## src/design/cnh_pkg.sv

```systemverilog
// Shared types, constants and the arctangent table for the compass heading block.
// No dependencies; used by every module in this folder.
`timescale 1ns / 1ps

package cnh_pkg;

   localparam int SMP_W            = 16;
   localparam int HEAD_W           = 15;
   localparam int NUM_W            = 19;
   localparam int DEN_W            = 17;
   localparam int REM_W            = 32;
   localparam int QUO_W            = 16;
   localparam int XY_W             = 20;
   localparam int ACC_W            = 24;
   localparam int H_W              = 25;
   localparam int ATAN_MAX         = 24;
   localparam int DEF_ANGLE_STAGES = 16;
   localparam int DEG_UNIT         = 16384;
   localparam int NUM_AXES         = 3;
   localparam int NUM_REGS         = 6;
   localparam int CSR_ADDR_W       = 5;
   localparam int HEAD_FULL        = 23040;

   typedef enum logic [2:0] {
      REG_X_HIGH = 3'd0,
      REG_Y_HIGH = 3'd1,
      REG_Z_HIGH = 3'd2,
      REG_X_LOW  = 3'd3,
      REG_Y_LOW  = 3'd4,
      REG_Z_LOW  = 3'd5
   } csr_reg_type;

   typedef struct packed {
      logic [REM_W-1:0] rem;
      logic [DEN_W-1:0] den;
      logic [QUO_W-1:0] quo;
      logic             neg;
      logic             zero;
   } div_type;

   typedef struct packed {
      logic signed [XY_W-1:0]  x;
      logic signed [XY_W-1:0]  y;
      logic signed [ACC_W-1:0] acc;
      logic                    zv;
      logic [SMP_W-1:0]        xn;
      logic [SMP_W-1:0]        yn;
      logic [SMP_W-1:0]        zn;
   } cordic_type;

   // atan(2^-i) in 1/16384 degree
   function automatic logic signed [ACC_W-1:0] atan_lut(input int idx);
      logic signed [ACC_W-1:0] r;
      r = '0;
      case (idx)
         0:  r = 24'sd737280;
         1:  r = 24'sd435242;
         2:  r = 24'sd229970;
         3:  r = 24'sd116736;
         4:  r = 24'sd58595;
         5:  r = 24'sd29326;
         6:  r = 24'sd14667;
         7:  r = 24'sd7334;
         8:  r = 24'sd3667;
         9:  r = 24'sd1833;
         10: r = 24'sd917;
         11: r = 24'sd458;
         12: r = 24'sd229;
         13: r = 24'sd115;
         14: r = 24'sd57;
         15: r = 24'sd29;
         16: r = 24'sd14;
         17: r = 24'sd7;
         18: r = 24'sd4;
         19: r = 24'sd2;
         20: r = 24'sd1;
         default: r = '0;
      endcase
      return r;
   endfunction

endpackage

```

## src/design/cnh_div_cell.sv

```systemverilog
// One restoring-division cell: decides one quotient bit of one axis.
// Depends on cnh_pkg.
`timescale 1ns / 1ps

module cnh_div_cell #(
   parameter int SHIFT = 0
) (
   input  logic             clock,
   input  logic             en,
   input  cnh_pkg::div_type d_in,
   output cnh_pkg::div_type d_out
);
   import cnh_pkg::*;

   logic [REM_W:0] dsh;
   logic [REM_W:0] trial;
   logic           take;
   div_type        d_in_c;
   div_type        d_ff;

   always_comb begin
      dsh   = (REM_W+1)'(d_in.den) << SHIFT;
      trial = {1'b0, d_in.rem} - dsh;
      take  = !trial[REM_W];
      d_in_c      = d_in;
      d_in_c.rem  = take ? trial[REM_W-1:0] : d_in.rem;
      d_in_c.quo  = {d_in.quo[QUO_W-2:0], take};
   end

   always_ff @(posedge clock) begin
      if (en) begin
         d_ff <= d_in_c;
      end
   end

   assign d_out = d_ff;
endmodule

```

## config.mk

```make
export PLATFORM = sky130hd
export DESIGN_NAME = cnh_div_cell
export DESIGN_NICKNAME = d
export VERILOG_FILES = /design/src/design/cnh_pkg.sv /design/src/design/cnh_div_cell.sv
export SDC_FILE = /design/constraint.sdc
export NUM_CORES = 1
export LEC_CHECK = 0
export ABC_AREA = 0
export BUFFER_PORTS_ARGS = -buffer_cell sky130_fd_sc_hd__buf_2
export CORE_MARGIN = 2
export CORE_UTILIZATION = 27
export CTS_CLUSTER_DIAMETER = 200
export CTS_CLUSTER_SIZE = 28
export DETAILED_ROUTE_END_ITERATION = 7
export GPL_ROUTABILITY_DRIVEN = 0
export PLACE_DENSITY = 0.52
export SLEW_MARGIN = 25
export SYNTH_ARGS = -nofsm -noshare
export SYNTH_HDL_FRONTEND = slang
export SYNTH_SLANG_ARGS = --single-unit
```

## constraint.sdc

```tcl
create_clock -name clock -period 6.88 [get_ports clock]
set_clock_uncertainty 0.05 [all_clocks]
set_input_delay 0.344 -clock clock [delete_from_list [all_inputs] [get_ports clock]]
set_output_delay 0.344 -clock clock [all_outputs]
set_load 0.005 [all_outputs]
```

# == Word level (Yosys, flattened, before mapping) ==
# Cells that the tools add are included.
# op_classes
addsub,1
n_reduce_logical,1
muxes,1
# op_table
operator,count
$sub 32x17->33,1
$mux 32,1
$logic_not 1->1,1
# totals
output_inout_bits,67
elab_cells,8
in_bits,69
ff_bits,67

# == Logic depth before layout (Yosys ltp) ==
# Gate-level depths: netlist (run 1).
# depth
depth_word,2
depth_mapped,12
mapped_depth_nobuf,10

# == Least setup slack after synthesis (run 1) ==
# Ideal clock, no wire load.
# synth_path
path_kind,input port to flip-flop
startpoint,input port d_in[34] (netlist name)
endpoint,"register d_ff, in the netlist d_out[58], data pin"
setup_slack_ps,4123
required_time_ps,6572
n_path_buf,1
path_stages,10
setup_time_ps,258
arrival_time_ps,2449
cell_sequence,inv_1 ha_1 or4b_1 nor4_1 o211ai_1 a21oi_2 nor2_2 buf_6 a2111o_1 xnor2_1
# synth_lines
item,line_no,rtl
start: declaration,cnh_div_cell.sv:10,"input cnh_pkg::div_type d_in,"
end signal: assignment,cnh_div_cell.sv:32,d_ff <= d_in_c;
end: declaration,cnh_div_cell.sv:19,div_type d_ff;

==> impl_metrics.json, run 1 <==
{
  "status": "completed",
  "finalMaxSlewViolations": 0,
  "cts_resized": 0,
  "rsz0062_at_grt": "false",
  "hold_class": "primary input to flop",
  "drive_gt1_frac": 0.349,
  "period_needed_ns": 3.20,
  "route.detailed.drc": 0,
  "first_pass_iters": 4,
  "holdBufCountCts": 0,
  "ir_worst_vdd_v": 0.0000937,
  "post-route-period-util": 0.465,
  "areaGrowthSynthToFinish_pct": 30.8,
  "nNetsFinal": 535,
  "dp_hpwl_mm": 6.53,
  "path_clk_slew_ns": 0.06,
  "placed_area_sq_um": 4430,
  "io_buffers": 134,
  "htree_levels": 3,
  "grt_max_degree": 68,
  "numCtsBuffers": 9,
  "detail_route.wl_per_cell_microns": 14.1,
  "die_width_microns": 119,
  "antenna_found_initial": 0,
  "fmax_ghz": 0.313,
  "clock_path_buffers": 2,
  "min_path_cells": 1,
  "grt_pass1_vias": 2838,
  "via_per_inst": 4.47,
  "antennaDiodeCount": 0,
  "power.total_mw": 1.11,
  "ys_types": 51,
  "end_kind": "flop",
  "start_util": 0.274,
  "worstPathArrival_ns": 3.23,
  "cts.sinks": 67,
  "cts_tree": "done",
  "num_rows": 42,
  "cts-root-buf": "clkbuf_16",
  "hold_slack_ns": 0.139,
  "largest_reg_flops": 67,
  "holdCritStartpoint": "d_in[6]",
  "relSlewSlack": 0.422,
  "busiest_layer": "met2",
  "met1_usage": 0.170,
  "post_synth.cell_area_avg_sq_um": 11.5,
  "fin_util": 0.359,
  "syn_nets": 399,
  "ys_warn_count": 0,
  "stdcell_count": 629,
  "grt_util_met3": 0.0369,
  "min_to": "d_out[7]$_DFFE_PP_",
  "chipHeight_microns": 119,
  "fin_ws_ns": 3.68,
  "n_fill_cell": 1335,
  "path_max_fanout": 37,
  "tightest_slew_ns": 0.866,
  "grt.total_usage": 0.127,
  "num_io_pins": 136,
  "use_met2": 0.197,
  "worstPathRequired_ns": 6.91,
  "grt_pass1_wl_mm": 14.0,
  "pre_cts_ws_ns": 3.31,
  "p_leak_nw": 1.97,
  "powerDensity_nw_per_um2": 237,
  "ys_seq_area_frac": 0.561,
  "crit_type": "primary input to flop",
  "synth-main-ff-cell": "edfxtp_1",
  "synth-edff-count": 67,
  "ys_ff_latch": 67,
  "cap_violations": 0,
  "placedCellCount": 613,
  "syn_area_sq_um": 3590,
  "wl_mm": 8.86,
  "setup_tns_ns": 0,
  "syn_inst": 312,
  "drt_iter0_markers": 159,
  "async_flop_share": 0,
  "ant_nets": 0,
  "core-area_sq_um": 13100,
  "cts_setup_buffers": 0,
  "via_count": 2811,
  "worstSetupStartpointType": "primary input",
  "dieArea_sq_um": 14200,
  "design_area_sq_um": 4690,
  "hold_viol": 0,
  "grt-ovfl-total": 0,
  "finalSetupViolations": 0
}
[critical path, cell delays in order]
cell	delay (ns)
buf_2	0.09
inv_1	0.04
ha_1	0.49
or4b_1	0.50
nor4_1	0.32
o211ai_1	0.17
a21oi_2	0.38
nor2_2	0.08
buf_4	0.27
a2111o_1	0.41
xnor2_1	0.13
[synthesized netlist by cell type, types with 2 or more instances]
master    instances  area share
or3_1             4      0.0070
a21oi_1          21       0.029
o31ai_1           2      0.0042
nor2_1           12       0.013
mux2_1            2      0.0063
a311oi_1          2      0.0049
nand4_1           4      0.0070
mux2_2            2      0.0063
o21ai_1          13       0.018
a211oi_1          5       0.010
nor3_1            5      0.0070
nor3b_1           3      0.0063
nand3_1           5      0.0070
inv_1            24       0.025
nand3b_1          2      0.0042
nand2_1          33       0.035
and3_1            2      0.0035
buf_2             4      0.0056
edfxtp_1         67        0.56
a31oi_1           2      0.0035
mux2i_1           2      0.0056
nor4_1            2      0.0035
xor2_1           14       0.034
buf_6             2      0.0063
o21bai_1          2      0.0042
nand2b_1          5      0.0087
clkbuf_1          5      0.0052
a21o_1            4      0.0084
xnor2_1           9       0.022
ha_1             17       0.059
o21ai_0          10       0.014
o211ai_1          4      0.0084
or4_1             4      0.0084
[cells in the final DEF, fill, tap and decap left out, types with 3 or more instances in the layout]
master,instances
inv_1,24
xnor2_1,9
ha_1,17
nand2_1,33
a21oi_1,21
edfxtp_1,67
nand3_1,5
buf_2,134
or3_1,4
nor2_1,12
clkbuf_16,9
nor3b_1,3
or4_1,4
o21ai_1,13
o21ai_0,10
nor3_1,5
nand4_1,4
a21o_1,4
a211oi_1,5
nand2b_1,5
xor2_1,14
o211ai_1,4
[layout make-up]
cell class | count | area [sq um] | area share
tap | 176 | 220 | 0.0469
multi-input combinational | 209 | 1420 | 0.302
timing repair buffer | 136 | 686 | 0.146
clock inverter | 6 | 32.5 | 0.00693
inverter | 25 | 93.8 | 0.0200
sequential | 67 | 2010 | 0.429
clock buffer | 10 | 229 | 0.0488
[metal layers]
metal  up-vias  routed length [microns]
li1       1428                        -
met1      1284                     4240
met2        90                     3920
met3         9                      579
met4         0                      122
met5         -                        0
[how the worst max path moves through the flow]
| stage | start | to | slack [ns] | cells past startpoint |
|---|---|---|---|---|
| final | d_in[34] | d_out[58]$_DFFE_PP_ | 3.68 | 11 |
| after global routing | d_in[34] | d_out[58]$_DFFE_PP_ | 3.43 | 11 |
| after CTS | d_in[34] | d_out[58]$_DFFE_PP_ | 3.66 | 11 |
| after detailed placement | d_in[34] | d_out[58]$_DFFE_PP_ | 3.31 | 11 |
| after global placement | d_in[34] | d_out[58]$_DFFE_PP_ | 3.33 | 11 |
| after floorplan | d_in[34] | d_out[58]$_DFFE_PP_ | 4.12 | 10 |
[report_power, final]
part / total, mW / leakage [nW] / switching, mW / internal, mW
Combinational: 0.194 / 1.19 / 0.107 / 0.0863
Sequential: 0.510 / 0.656 / 0.00938 / 0.500
Clock: 0.408 / 0.123 / 0.168 / 0.240
Total: 1.11 / 1.97 / 0.285 / 0.826
[cell families (layout without fill, tap and decap cells)]
family | Yosys count | in the layout | share of synthesized area
simple gates | 89 | 89 | 0.130
compound gates | 73 | 73 | 0.127
flops | 67 | 67 | 0.561
buf+inv | 36 | 177 | 0.0433
xor+xnor | 23 | 23 | 0.0562
fa+ha+maj | 18 | 18 | 0.0649
mux | 6 | 6 | 0.0181
Power figures use the tool's default switching activity.
==> inputs of run 2 (changes only) <==
Clock period 6.88 ns to 3.3 ns, I/O delays scaled along.
==> run 2 against run 1 <==
Compared with the run above: core utilization is 3.2 points higher; hold slack worse by 0.12 ns; die area did not move; largest power group unchanged.
==> impl_metrics.json, run 2 (same netlist as run 1, synthesis figures left out) <==
{
  "powerDensity_nw_per_um2": 477,
  "largest_reg_flops": 67,
  "antenna_found_initial": 1,
  "chipHeight_microns": 119,
  "post-route-period-util": 0.941,
  "grt.total_usage": 0.130,
  "period_needed_ns": 3.11,
  "status": "completed",
  "num_io_pins": 136,
  "nNetsFinal": 573,
  "areaGrowthSynthToFinish_pct": 42.5,
  "first_pass_iters": 4,
  "crit_chain": "dlygate4sd3_1, buf_2, ha_1, fa_1, nand2b_1, a21oi_1, o211ai_1, a21oi_4, nor2_4, a2111o_1, xnor2_1",
  "min_path_cells": 1,
  "detail_route.wl_per_cell_microns": 13.8,
  "start_util": 0.274,
  "fin_util": 0.390,
  "hold_class": "primary input to flop",
  "worstPathArrival_ns": 3.13,
  "die_width_microns": 119,
  "route.detailed.drc": 0,
  "holdCritStartpoint": "d_in[19]",
  "cts_setup_buffers": 0,
  "hold_viol": 0,
  "crit_type": "primary input to flop",
  "max_stage_delay_ns": 0.53,
  "tightest_slew_ns": 0.887,
  "worstSetupStartpointType": "primary input",
  "grt_pass1_wl_mm": 14.5,
  "htree_levels": 3,
  "p_leak_nw": 2.15,
  "num_rows": 42,
  "setup_tns_ns": 0,
  "rsz0062_at_grt": "false",
  "ant_nets": 0,
  "relSlewSlack": 0.409,
  "cap_violations": 0,
  "cts.sinks": 67,
  "fmax_ghz": 0.322,
  "cts_tree": "done",
  "grt_max_degree": 68,
  "worstPathRequired_ns": 3.33,
  "grt-ovfl-total": 0,
  "dp_hpwl_mm": 6.70,
  "critical_path.top_delay_family": "compound AO/OA/AOI/OAI gates",
  "finalSetupViolations": 0,
  "via_count": 2973,
  "min_to": "d_out[19]$_DFFE_PP_",
  "core-area_sq_um": 13100,
  "drt_iter0_markers": 136,
  "multi_input_area_sq_um": 1440,
  "power.total_mw": 2.44,
  "end_kind": "flop",
  "path_clk_slew_ns": 0.06,
  "grt_pass1_vias": 2936,
  "seqCellArea_sq_um": 2010,
  "crit_buf_inv": 2,
  "mostFrequentLayoutCells": "buf_2 (134), edfxtp_1 (67), nand2_1 (33), dlygate4sd3_1 (33), inv_1 (24)",
  "antennaDiodeCount": 0,
  "cts-root-buf": "clkbuf_16",
  "ir_worst_vdd_v": 0.000191,
  "drive_gt1_frac": 0.336,
  "path_max_fanout": 10,
  "io_buffers": 134,
  "dieArea_sq_um": 14200,
  "crit_slowest_cell": "dlygate4sd3_1",
  "wl_mm": 9.22,
  "numCtsBuffers": 9,
  "finalMaxSlewViolations": 0,
  "via_per_inst": 4.46,
  "n_fill_cell": 1298,
  "clock_path_buffers": 2,
  "layout_commonest_cell": "buf_2"
}
[run 2: timing repair]
item | CTS | global route
hold endpoints to repair | 33 | 0
hold buffers | 33 | 0
resized for setup | 0 | 4
endpoints found under the setup margin | 0 | 21
[run 2: how the worst max path moves through the flow]
| stage | from | endpoint | slack [ns] | depth (start not counted) |
|---|---|---|---|---|
| 3_3_place_gp | d_in[34] | d_out[58]$_DFFE_PP_ | 0.30 | 10 |
| 4_1_cts | d_in[34] | d_out[58]$_DFFE_PP_ | 0.07 | 11 |
| 3_5_place_dp | d_in[34] | d_out[58]$_DFFE_PP_ | 0.27 | 10 |
| 2_1_floorplan | d_in[34] | d_out[58]$_DFFE_PP_ | 0.72 | 10 |
| 5_1_grt | d_in[34] | d_out[58]$_DFFE_PP_ | 0.01 | 11 |
| 6_report | d_in[18] | d_out[58]$_DFFE_PP_ | 0.19 | 11 |
[run 2: stage by stage]
stage	setup WS [ns]	cell area, sq um	hold WS (ns)	std cells
after detailed placement	0.272	4470	0.293	618
after global placement	0.305	4470	0.292	618
final	0.193	5110	0.0216	667
after floorplan	0.722	3590	0.214	312
after global routing	0.00997	5110	0.0177	667
after CTS	0.0736	5090	0.00457	667
[run 2: routing by layer]
metal	vias to the layer above	part of all wire	track usage
met4	0	0.012	0.0417
met5	-	0	0
met2	95	0.45	0.205
li1	1499	-	-
met3	8	0.070	0.0364
met1	1371	0.47	0.174
[run 2: report_power, final]
group          total (mW)  leakage [nW]  switching, mW  internal, mW
sequential           1.06         0.656         0.0189          1.04
clock               0.931         0.137          0.346         0.585
combinational       0.446          1.35          0.234         0.212
total                2.44          2.15          0.598          1.84
[run 2: area by class of cell]
cell class | count | share of cell area
clock inverter | 4 | 0.0100
clock buffer | 12 | 0.0463
sequential | 67 | 0.394
multi-input combinational | 209 | 0.282
tap | 176 | 0.0431
inverter | 25 | 0.0184
timing repair buffer | 174 | 0.206
